[config.mk]
export PLATFORM = sky130hd
export DESIGN_NAME = weighted_centroid_flat
export DESIGN_NICKNAME = d
export VERILOG_FILES = /design/src/design/wc_pkg.sv /design/src/design/wc_if.sv /design/src/design/wc_queue.sv /design/src/design/wc_front.sv /design/src/design/wc_divider.sv /design/src/design/weighted_centroid.sv /design/src/flat_wrapper.sv
export SDC_FILE = /design/constraint.sdc
export NUM_CORES = 2
export LEC_CHECK = 0
export BUFFER_PORTS_ARGS = -buffer_cell sky130_fd_sc_hd__buf_4
export CAP_MARGIN = 20
export CORE_MARGIN = 1.5
export CORE_UTILIZATION = 60
export DETAILED_ROUTE_END_ITERATION = 10
export MAX_ROUTING_LAYER = met4
export PLACE_DENSITY = 0.73
export SYNTH_ARGS = -nofsm -noshare
export SYNTH_HDL_FRONTEND = slang
export SYNTH_SLANG_ARGS = --single-unit
[constraint.sdc]
create_clock -name clock -period 16.8 [get_ports clock]
set_clock_uncertainty 0.2 [all_clocks]
set_input_delay 4.2 -clock clock [delete_from_list [all_inputs] [get_ports clock]]
set_output_delay 4.2 -clock clock [all_outputs]
set_load 0.05 [all_outputs]
[src/design/wc_pkg.sv]
// ----------------------------------------------------------------------------
// weighted centroid package
// shared widths, register codes and the frame sum record
// ----------------------------------------------------------------------------
package wc_pkg;

   localparam int MAX_DIM       = 256;
   localparam int DIM_BITS      = $clog2(MAX_DIM + 1);
   localparam int POS_BITS      = $clog2(MAX_DIM);
   localparam int WEIGHT_BITS   = 16;
   localparam int MOMENT_BITS   = 48;
   localparam int WSUM_BITS     = 32;
   localparam int QUOT_BITS     = DIM_BITS;
   localparam int STEP_BITS     = $clog2(QUOT_BITS);
   localparam int CSR_DATA_BITS = 9;
   localparam int CSR_IDX_BITS  = 1;
   localparam int QUEUE_DEPTH   = 2;
   localparam int QPTR_BITS     = $clog2(QUEUE_DEPTH);
   localparam int QCNT_BITS     = $clog2(QUEUE_DEPTH + 1);

   localparam logic [CSR_DATA_BITS-1:0] ROWS_RESET = CSR_DATA_BITS'(2);
   localparam logic [CSR_DATA_BITS-1:0] COLS_RESET = CSR_DATA_BITS'(2);

   typedef enum logic [CSR_IDX_BITS-1:0] {
      REG_ROWS_IN_USE = 1'b0,
      REG_COLS_IN_USE = 1'b1
   } csr_index_type;

   typedef struct packed {
      logic [MOMENT_BITS-1:0] row_moment_sum;
      logic [MOMENT_BITS-1:0] col_moment_sum;
      logic [WSUM_BITS-1:0]   weight_sum;
   } frame_sums_type;

   // size register to the dimension actually used: zero counts as one, saturate high
   function automatic logic [DIM_BITS-1:0] effective_dim(input logic [CSR_DATA_BITS-1:0] v);
      logic [DIM_BITS-1:0] r;
      if (v == '0) begin
         r = DIM_BITS'(1);
      end else if (32'(v) > MAX_DIM) begin
         r = DIM_BITS'(MAX_DIM);
      end else begin
         r = DIM_BITS'(v);
      end
      return r;
   endfunction

endpackage

[src/design/wc_if.sv]
// ----------------------------------------------------------------------------
// weighted centroid channels
// valid/ready stream interfaces for weight beats and centroid beats
// ----------------------------------------------------------------------------
interface wc_req_if;
   import wc_pkg::*;

   logic                   valid;
   logic                   ready;
   logic [WEIGHT_BITS-1:0] weight;

   modport source (output valid, output weight, input ready);
   modport sink   (input valid, input weight, output ready);
endinterface

interface wc_rsp_if;
   import wc_pkg::*;

   logic                 valid;
   logic                 ready;
   logic [QUOT_BITS-1:0] centroid_row;
   logic [QUOT_BITS-1:0] centroid_col;
   logic                 empty_frame;

   modport source (output valid, output centroid_row, output centroid_col,
                   output empty_frame, input ready);
   modport sink   (input valid, input centroid_row, input centroid_col,
                   input empty_frame, output ready);
endinterface

[src/design/wc_queue.sv]
// ----------------------------------------------------------------------------
// weighted centroid frame queue
// short fifo of finished frame sums between accumulator and divider
// ----------------------------------------------------------------------------
module wc_queue (
   input  logic                   clock,
   input  logic                   reset,
   input  logic                   push_valid,
   input  wc_pkg::frame_sums_type push_data,
   output logic                   full,
   input  logic                   pop,
   output logic                   head_valid,
   output wc_pkg::frame_sums_type head_data
);
   import wc_pkg::*;

   frame_sums_type         entry_ff [QUEUE_DEPTH];
   logic [QPTR_BITS-1:0]   wr_ptr_ff;
   logic [QPTR_BITS-1:0]   rd_ptr_ff;
   logic [QCNT_BITS-1:0]   count_ff;
   logic                   do_push;
   logic                   do_pop;

   assign full       = (32'(count_ff) == QUEUE_DEPTH);
   assign head_valid = (count_ff != '0);
   assign head_data  = entry_ff[rd_ptr_ff];
   assign do_push    = push_valid && !full;
   assign do_pop     = pop && head_valid;

   always_ff @(posedge clock) begin
      if (do_push) begin
         entry_ff[wr_ptr_ff] <= push_data;
      end
   end

   always_ff @(posedge clock) begin
      if (reset) begin
         wr_ptr_ff <= '0;
         rd_ptr_ff <= '0;
         count_ff  <= '0;
      end else begin
         if (do_push) begin
            wr_ptr_ff <= QPTR_BITS'(32'(wr_ptr_ff) == QUEUE_DEPTH - 1 ? 0 : 32'(wr_ptr_ff) + 1);
         end
         if (do_pop) begin
            rd_ptr_ff <= QPTR_BITS'(32'(rd_ptr_ff) == QUEUE_DEPTH - 1 ? 0 : 32'(rd_ptr_ff) + 1);
         end
         if (do_push && !do_pop) begin
            count_ff <= count_ff + QCNT_BITS'(1);
         end else if (do_pop && !do_push) begin
            count_ff <= count_ff - QCNT_BITS'(1);
         end
      end
   end

endmodule

[src/design/wc_front.sv]
// ----------------------------------------------------------------------------
// weighted centroid accumulator
// raster position tracking, moment sums and size registers
// ----------------------------------------------------------------------------
module wc_front (
   input  logic                              clock,
   input  logic                              reset,
   wc_req_if.sink                            req_ch,
   input  logic                              csr_we,
   input  wc_pkg::csr_index_type             csr_index,
   input  logic [wc_pkg::CSR_DATA_BITS-1:0]  csr_wdata,
   output logic                              push_valid,
   output wc_pkg::frame_sums_type            push_data,
   input  logic                              queue_full
);
   import wc_pkg::*;

   logic [CSR_DATA_BITS-1:0]        rows_cfg_ff;
   logic [CSR_DATA_BITS-1:0]        cols_cfg_ff;
   logic [POS_BITS-1:0]             row_pos_ff;
   logic [POS_BITS-1:0]             col_pos_ff;
   logic [MOMENT_BITS-1:0]          row_sum_ff;
   logic [MOMENT_BITS-1:0]          col_sum_ff;
   logic [WSUM_BITS-1:0]            wsum_ff;
   logic [MOMENT_BITS-1:0]          row_sum_in;
   logic [MOMENT_BITS-1:0]          col_sum_in;
   logic [WSUM_BITS-1:0]            wsum_in;
   logic [DIM_BITS-1:0]             rows_eff;
   logic [DIM_BITS-1:0]             cols_eff;
   logic [DIM_BITS-1:0]             row_idx;
   logic [DIM_BITS-1:0]             col_idx;
   logic [WEIGHT_BITS+DIM_BITS-1:0] row_prod;
   logic [WEIGHT_BITS+DIM_BITS-1:0] col_prod;
   logic                            last_col;
   logic                            last_row;
   logic                            accept;

   assign req_ch.ready = !queue_full;
   assign accept       = req_ch.valid && req_ch.ready;

   always_comb begin
      rows_eff   = effective_dim(rows_cfg_ff);
      cols_eff   = effective_dim(cols_cfg_ff);
      // 1-based position of this element
      row_idx    = DIM_BITS'(row_pos_ff) + DIM_BITS'(1);
      col_idx    = DIM_BITS'(col_pos_ff) + DIM_BITS'(1);
      last_col   = (col_idx >= cols_eff);
      last_row   = (row_idx >= rows_eff);
      row_prod   = (WEIGHT_BITS+DIM_BITS)'(req_ch.weight) * (WEIGHT_BITS+DIM_BITS)'(row_idx);
      col_prod   = (WEIGHT_BITS+DIM_BITS)'(req_ch.weight) * (WEIGHT_BITS+DIM_BITS)'(col_idx);
      row_sum_in = row_sum_ff + MOMENT_BITS'(row_prod);
      col_sum_in = col_sum_ff + MOMENT_BITS'(col_prod);
      wsum_in    = wsum_ff + WSUM_BITS'(req_ch.weight);
   end

   assign push_valid               = accept && last_col && last_row;
   assign push_data.row_moment_sum = row_sum_in;
   assign push_data.col_moment_sum = col_sum_in;
   assign push_data.weight_sum     = wsum_in;

   always_ff @(posedge clock) begin
      if (reset) begin
         rows_cfg_ff <= ROWS_RESET;
         cols_cfg_ff <= COLS_RESET;
         row_pos_ff  <= '0;
         col_pos_ff  <= '0;
         row_sum_ff  <= '0;
         col_sum_ff  <= '0;
         wsum_ff     <= '0;
      end else begin
         if (csr_we) begin
            unique case (csr_index)
               REG_ROWS_IN_USE: rows_cfg_ff <= csr_wdata;
               REG_COLS_IN_USE: cols_cfg_ff <= csr_wdata;
            endcase
         end
         if (accept) begin
            if (last_col && last_row) begin
               row_pos_ff <= '0;
               col_pos_ff <= '0;
               row_sum_ff <= '0;
               col_sum_ff <= '0;
               wsum_ff    <= '0;
            end else begin
               row_sum_ff <= row_sum_in;
               col_sum_ff <= col_sum_in;
               wsum_ff    <= wsum_in;
               if (last_col) begin
                  col_pos_ff <= '0;
                  row_pos_ff <= row_pos_ff + POS_BITS'(1);
               end else begin
                  col_pos_ff <= col_pos_ff + POS_BITS'(1);
               end
            end
         end
      end
   end

endmodule

[src/design/wc_divider.sv]
// ----------------------------------------------------------------------------
// weighted centroid divider
// shared restoring divider, one quotient bit per cycle, row then column
// ----------------------------------------------------------------------------
module wc_divider (
   input  logic                   clock,
   input  logic                   reset,
   input  logic                   head_valid,
   input  wc_pkg::frame_sums_type head_data,
   output logic                   pop,
   wc_rsp_if.source               rsp_ch
);
   import wc_pkg::*;

   typedef enum logic [1:0] {
      ST_IDLE,
      ST_DIVIDE,
      ST_FINISH
   } state_type;

   state_type              state_ff;
   logic                   col_phase_ff;
   logic [STEP_BITS-1:0]   step_ff;
   logic [MOMENT_BITS-1:0] rem_ff;
   logic [MOMENT_BITS-1:0] col_dividend_ff;
   logic [WSUM_BITS-1:0]   divisor_ff;
   logic [QUOT_BITS-1:0]   quot_ff;
   logic [QUOT_BITS-1:0]   row_quot_ff;
   logic                   empty_ff;
   logic                   rsp_valid_ff;
   logic [QUOT_BITS-1:0]   rsp_row_ff;
   logic [QUOT_BITS-1:0]   rsp_col_ff;
   logic                   rsp_empty_ff;
   logic [MOMENT_BITS-1:0] shifted_div;
   logic [MOMENT_BITS:0]   diff;
   logic                   fits;
   logic                   out_free;
   logic                   load_out;

   // quotient never exceeds MAX_DIM, so QUOT_BITS trial subtractions cover it
   assign shifted_div = MOMENT_BITS'(divisor_ff) << step_ff;
   assign diff        = {1'b0, rem_ff} - {1'b0, shifted_div};
   assign fits        = !diff[MOMENT_BITS];
   assign out_free    = !rsp_valid_ff || rsp_ch.ready;
   assign load_out    = (state_ff == ST_FINISH) && out_free;
   assign pop         = (state_ff == ST_IDLE) && head_valid;

   assign rsp_ch.valid        = rsp_valid_ff;
   assign rsp_ch.centroid_row = rsp_row_ff;
   assign rsp_ch.centroid_col = rsp_col_ff;
   assign rsp_ch.empty_frame  = rsp_empty_ff;

   always_ff @(posedge clock) begin
      if (reset) begin
         state_ff     <= ST_IDLE;
         rsp_valid_ff <= 1'b0;
      end else begin
         if (load_out) begin
            rsp_valid_ff <= 1'b1;
         end else if (rsp_ch.ready) begin
            rsp_valid_ff <= 1'b0;
         end
         unique case (state_ff)
            ST_IDLE: begin
               if (head_valid) begin
                  rem_ff          <= head_data.row_moment_sum;
                  col_dividend_ff <= head_data.col_moment_sum;
                  divisor_ff      <= head_data.weight_sum;
                  col_phase_ff    <= 1'b0;
                  step_ff         <= STEP_BITS'(QUOT_BITS - 1);
                  quot_ff         <= '0;
                  if (head_data.weight_sum == '0) begin
                     row_quot_ff <= '0;
                     empty_ff    <= 1'b1;
                     state_ff    <= ST_FINISH;
                  end else begin
                     empty_ff    <= 1'b0;
                     state_ff    <= ST_DIVIDE;
                  end
               end
            end
            ST_DIVIDE: begin
               if (step_ff == '0 && !col_phase_ff) begin
                  // row quotient done, start on the column dividend
                  row_quot_ff  <= {quot_ff[QUOT_BITS-2:0], fits};
                  rem_ff       <= col_dividend_ff;
                  quot_ff      <= '0;
                  col_phase_ff <= 1'b1;
                  step_ff      <= STEP_BITS'(QUOT_BITS - 1);
               end else begin
                  if (fits) begin
                     rem_ff <= diff[MOMENT_BITS-1:0];
                  end
                  quot_ff <= {quot_ff[QUOT_BITS-2:0], fits};
                  if (step_ff == '0) begin
                     state_ff <= ST_FINISH;
                  end else begin
                     step_ff <= step_ff - STEP_BITS'(1);
                  end
               end
            end
            ST_FINISH: begin
               if (out_free) begin
                  rsp_row_ff   <= row_quot_ff;
                  rsp_col_ff   <= quot_ff;
                  rsp_empty_ff <= empty_ff;
                  state_ff     <= ST_IDLE;
               end
            end
            default: begin
               state_ff <= ST_IDLE;
            end
         endcase
      end
   end

endmodule

[src/design/weighted_centroid.sv]
// ----------------------------------------------------------------------------
// weighted centroid
// streaming image-moment centroid of one weight frame in raster order
// ----------------------------------------------------------------------------
//  channel   dir  handshake           payload
//  req_ch    in   valid/ready         weight[15:0]
//  rsp_ch    out  valid/ready         centroid_row[8:0], centroid_col[8:0], empty_frame
//  csr_*     in   csr_we, no stall    csr_index[0], csr_wdata[8:0]
//
//  weight beats are taken one per cycle by the accumulator while the queue has room
//  each weighted frame then walks idle, the row and column divide steps and finish
//  in the shared divider, an empty frame only idle and finish
//  frames shorter than that back up the two-entry sum queue and req_ch.ready drops
//  a stalled rsp_ch holds the divider in its final state, not the accumulator
//  synchronous reset restores both size registers to 2 and clears all sums, no sweep
// ----------------------------------------------------------------------------
module weighted_centroid (
   input  logic                              clock,
   input  logic                              reset,
   wc_req_if.sink                            req_ch,
   wc_rsp_if.source                          rsp_ch,
   input  logic                              csr_we,
   input  wc_pkg::csr_index_type             csr_index,
   input  logic [wc_pkg::CSR_DATA_BITS-1:0]  csr_wdata
);
   import wc_pkg::*;

   // finished frame sums, accumulator side
   logic           push_valid;
   frame_sums_type push_data;
   logic           queue_full;

   // queue head, divider side
   logic           head_valid;
   frame_sums_type head_data;
   logic           pop;

   // position counters, moment sums and size registers
   wc_front u_front (
      .clock      (clock),
      .reset      (reset),
      .req_ch     (req_ch),
      .csr_we     (csr_we),
      .csr_index  (csr_index),
      .csr_wdata  (csr_wdata),
      .push_valid (push_valid),
      .push_data  (push_data),
      .queue_full (queue_full)
   );

   // decouples per-element accumulation from per-frame division
   wc_queue u_queue (
      .clock      (clock),
      .reset      (reset),
      .push_valid (push_valid),
      .push_data  (push_data),
      .full       (queue_full),
      .pop        (pop),
      .head_valid (head_valid),
      .head_data  (head_data)
   );

   // two truncating quotients per frame plus output register
   wc_divider u_divider (
      .clock      (clock),
      .reset      (reset),
      .head_valid (head_valid),
      .head_data  (head_data),
      .pop        (pop),
      .rsp_ch     (rsp_ch)
   );

endmodule

[src/flat_wrapper.sv]
// flat-port wrapper written by rule: the top's interface ports become plain ports
module weighted_centroid_flat import wc_pkg::*;
  (clock, reset, csr_we, csr_index, csr_wdata, req_ch_valid, req_ch_weight, req_ch_ready, rsp_ch_valid, rsp_ch_centroid_row, rsp_ch_centroid_col, rsp_ch_empty_frame, rsp_ch_ready);
  wc_req_if req_ch_i ();
  wc_rsp_if rsp_ch_i ();
  input  logic clock;
  input  logic reset;
  input  logic csr_we;
  input  wc_pkg::csr_index_type csr_index;
  input  logic [wc_pkg::CSR_DATA_BITS-1:0] csr_wdata;
  input wire logic [$bits(req_ch_i.valid)-1:0] req_ch_valid;
  input wire logic [$bits(req_ch_i.weight)-1:0] req_ch_weight;
  output wire logic [$bits(req_ch_i.ready)-1:0] req_ch_ready;
  output wire logic [$bits(rsp_ch_i.valid)-1:0] rsp_ch_valid;
  output wire logic [$bits(rsp_ch_i.centroid_row)-1:0] rsp_ch_centroid_row;
  output wire logic [$bits(rsp_ch_i.centroid_col)-1:0] rsp_ch_centroid_col;
  output wire logic [$bits(rsp_ch_i.empty_frame)-1:0] rsp_ch_empty_frame;
  input wire logic [$bits(rsp_ch_i.ready)-1:0] rsp_ch_ready;
  assign req_ch_i.valid = req_ch_valid;
  assign req_ch_i.weight = req_ch_weight;
  assign req_ch_ready = req_ch_i.ready;
  assign rsp_ch_valid = rsp_ch_i.valid;
  assign rsp_ch_centroid_row = rsp_ch_i.centroid_row;
  assign rsp_ch_centroid_col = rsp_ch_i.centroid_col;
  assign rsp_ch_empty_frame = rsp_ch_i.empty_frame;
  assign rsp_ch_i.ready = rsp_ch_ready;
  weighted_centroid u_core (.clock(clock), .reset(reset), .req_ch(req_ch_i), .rsp_ch(rsp_ch_i), .csr_we(csr_we), .csr_index(csr_index), .csr_wdata(csr_wdata));
endmodule
==> results.json <==
{
  "status": "finished, final reports clean",
  "cts_max_level": 3,
  "p_per_area_mw_per_mm2": 146,
  "p_leak_uw": 0.0182,
  "end_kind": "register",
  "dpl.cell_count": 4605,
  "hold-path-endpoint": "u_core.u_divider.rsp_ch.centroid_row[2]$_DFFE_PP_",
  "crit_path_max_fanout": 19,
  "rows": 94,
  "fillers": 5055,
  "drt_pre_antenna_iters": 6,
  "layout_commonest_cell": "edfxtp_1",
  "seqCellArea_mm2": 0.0162,
  "fin_crit_ns": 9.76,
  "die-area_mm2": 0.0676,
  "arrival_ns": 9.91,
  "first_iter_violations": 2449,
  "via_per_inst": 6.00,
  "cts.repair.resized": 0,
  "wl_mm": 100,
  "syn_to_final_growth_pct": 8.59,
  "numPortBuffers": 51,
  "reg2reg_depth": 23,
  "vias": 28373,
  "use_met3": 0.0400,
  "core_area_mm2": 0.0655,
  "nets": 4286,
  "clk_path_buf_depth": 3,
  "drc": 0,
  "multiInputGateArea_mm2": 0.0214,
  "ys_types": 91,
  "cts_sinks": 597,
  "drv_cap": 0,
  "grt_max_degree": 80,
  "numCtsBuffers": 66,
  "tritoncts": "yes",
  "grt.busiest_layer": "met2",
  "dp_hpwl_mm": 73.1,
  "tns_ns": 0,
  "fp.dieW_um": 260,
  "drv_slew": 0,
  "drive_gt1_frac": 0.0883,
  "layout_common_cells": "427 x edfxtp_1, 420 x nand2_1, 369 x inv_1",
  "synth_edf_count": 427,
  "initial_core_util": 0.605,
  "r2r-end": "u_core.u_queue.entry_ff[1][66]$_DFFE_PP_",
  "hold_class": "reg2reg",
  "grt.overflow.total": 0,
  "grt_antenna_before_repair": 1,
  "syn_inst": 3830,
  "cts-root-buf": "clkbuf_16",
  "tightest_slew_ns": 1.12,
  "synth_seq_cells": 597,
  "crit_type": "in2reg",
  "cts_setup_buffers": 0,
  "synth-main-ff-cell": "edfxtp_1",
  "max_freq_mhz": 102,
  "rsz0062_at_grt": "no",
  "final_hold_viol_count": 0,
  "setup-violations-final": 0,
  "post-route-period-util": 0.581,
  "fp.dieH_um": 260,
  "gp_congestion": 0.980,
  "drtAntennaViolNets": 0,
  "hold_depth": 0,
  "use_met1": 0.435,
  "grt_use_met2": 0.473,
  "ys_async_sr_fraction": 0,
  "holdBufCountCts": 0,
  "syn_area_per_cell_um2": 10.3,
  "stdcell_count": 4726,
  "worstHoldStart": "u_core.u_divider.row_quot_ff[2]$_SDFFCE_PN0P_",
  "slew_headroom": 0.250,
  "synth_warnings": 0,
  "r2r-start": "u_core.u_front.col_pos_ff[0]$_SDFFE_PP0P_",
  "io_pins": 52,
  "post_drt_wl_per_cell_um": 21.2,
  "syn_nets": 4307,
  "synth_area_mm2": 0.0396,
  "ff2ff_setup_slack_ns": 8.33,
  "clk_pin_slew_worst_paths_ns": 0.07,
  "grt.total_usage": 0.310,
  "ys_seq_area_frac": 0.410,
  "grt_pass1_vias": 27719,
  "clock_latency_ns": 0.64,
  "cp_data_required_time_ns": 16.95,
  "grt_pass1_wl_mm": 156,
  "crit_path_start_kind": "input pin",
  "vdd_ir_drop_max_uv": 97.6,
  "diodes": 0
}
==> where the power goes <==
part	switching (uW)	internal, uW	total, uW	leakage (uW)
combinational	1780	1010	2790	0.0117
clock	629	850	1480	0.00107
sequential	116	1880	2000	0.00547
total	2520	3740	6270	0.0182
==> stage by stage <==
step | power (uW) | area [um^2] | hold slack [ns] | setup slack, ns | utilization
after floorplan | 4000 | 39600 | 0.200 | 5.81 | -
after global placement | 4710 | 40800 | 0.201 | 6.52 | 0.622
after detailed placement | 4750 | 40800 | 0.207 | 6.46 | 0.623
after CTS | 6240 | 43000 | 0.219 | 7.07 | 0.657
after global routing | 6630 | 43000 | 0.227 | 6.77 | 0.657
final | 6270 | 43000 | 0.222 | 7.04 | 0.657
==> cell families after synthesis <==
| group | count (synthesis) | share of synthesized area |
|---|---|---|
| AOI/OAI and AO/OA | 732 | 0.118 |
| muxes | 174 | 0.0511 |
| DFF | 597 | 0.410 |
| and+or+nand+nor | 1148 | 0.141 |
| adders and majority gates | 446 | 0.187 |
| buffers and inverters | 548 | 0.0525 |
| xor gates and xnor gates | 185 | 0.0409 |
==> critical path, stage by stage <==
cell and delay, ns:
buf_4 0.19, nand2_1 0.10, fa_1 0.53, fa_1 0.55, inv_1 0.06, fa_1 0.50, fa_1 0.54, inv_1 0.05
fa_1 0.53, inv_1 0.04, ha_1 0.35, nand2_1 0.08, o211ai_1 0.18, o211ai_1 0.18, a311o_1 0.44, a21boi_1 0.31
o21a_1 0.49, and2_1 0.27, nand2_1 0.13, xnor2_1 0.17
==> final cells by class <==
class | instances | share of cell area
Timing Repair Buffer | 86 | 0.0156
Multi-Input combinational cell | 2685 | 0.498
Tap cell | 864 | 0.0251
Sequential cell | 597 | 0.377
Inverter | 373 | 0.0326
Clock inverter | 42 | 0.0110
Clock buffer | 79 | 0.0405
==> Yosys cell counts (all sizes together) (16+ instances only) <==
master  count  share of area
a211oi     24         0.0047
o31ai      16         0.0034
nand3      78          0.010
nand2b     47         0.0074
nor3       41         0.0053
edfxtp    427           0.32
a21o       75          0.014
o21a       21         0.0042
nor2b      23         0.0036
a22oi      52          0.010
a31oi      43         0.0069
xor2       95          0.021
buf        36         0.0039
mux2i      73          0.018
o21ai     156          0.020
nand2     421          0.040
nand4      31         0.0049
nor4       25         0.0039
dfxtp     170          0.086
nor2      206          0.020
a21oi     216          0.028
mux2       87          0.025
and3       35         0.0055
o211ai     27         0.0052
inv       370          0.035
a22o       18         0.0040
or3        22         0.0035
xnor2      90          0.020
and2      178          0.028
clkbuf    139          0.013
ha        204          0.064
o21bai     18         0.0034
fa        242           0.12
==> state kept, by name (all words and copies together), names as in the netlist, 2 cells and up, named ones only <==
signal                                cells
u_core.u_divider.state_ff                 2
u_core.u_divider.rsp_ch.centroid_col      9
u_core.u_front.cols_cfg_ff                9
u_core.u_front.col_pos_ff                 8
u_core.u_divider.quot_ff                  9
u_core.u_queue.entry_ff                 256
u_core.u_divider.rem_ff                  48
u_core.u_front.row_pos_ff                 8
u_core.u_front.wsum_ff                   32
u_core.u_divider.step_ff                  4
u_core.u_divider.col_dividend_ff         48
u_core.u_divider.row_quot_ff              9
u_core.u_queue.count_ff                   2
u_core.u_front.row_sum_ff                48
u_core.u_front.rows_cfg_ff                9
u_core.u_divider.rsp_ch.centroid_row      9
u_core.u_front.col_sum_ff                48
u_core.u_divider.divisor_ff              32
==> how the worst max path moves through the flow <==
stage                     cells past startpoint                                          to  slack [ns]               from
after floorplan                               5     u_core.u_queue.entry_ff[0][0]$_DFFE_PP_        5.81       req_ch_valid
after global placement                       20    u_core.u_queue.entry_ff[0][70]$_DFFE_PP_        6.52   req_ch_weight[0]
after detailed placement                     20    u_core.u_queue.entry_ff[1][70]$_DFFE_PP_        6.46   req_ch_weight[0]
after CTS                                    20    u_core.u_queue.entry_ff[1][66]$_DFFE_PP_        7.07   req_ch_weight[0]
after global routing                         20  u_core.u_front.col_sum_ff[44]$_SDFFE_PP0P_        6.77  req_ch_weight[13]
final                                        20    u_core.u_queue.entry_ff[1][66]$_DFFE_PP_        7.04   req_ch_weight[0]
==> per-layer routing <==
| metal | vias to the layer above | wire length, um | share of wire |
|---|---|---|---|
| li1 | 13230 | - | - |
| met1 | 14018 | 45500 | 0.45 |
| met2 | 966 | 45700 | 0.46 |
| met3 | 159 | 6450 | 0.064 |
| met4 | 0 | 2680 | 0.027 |
| met5 | - | 0 | 0 |
Power figures use the tool's default switching activity.
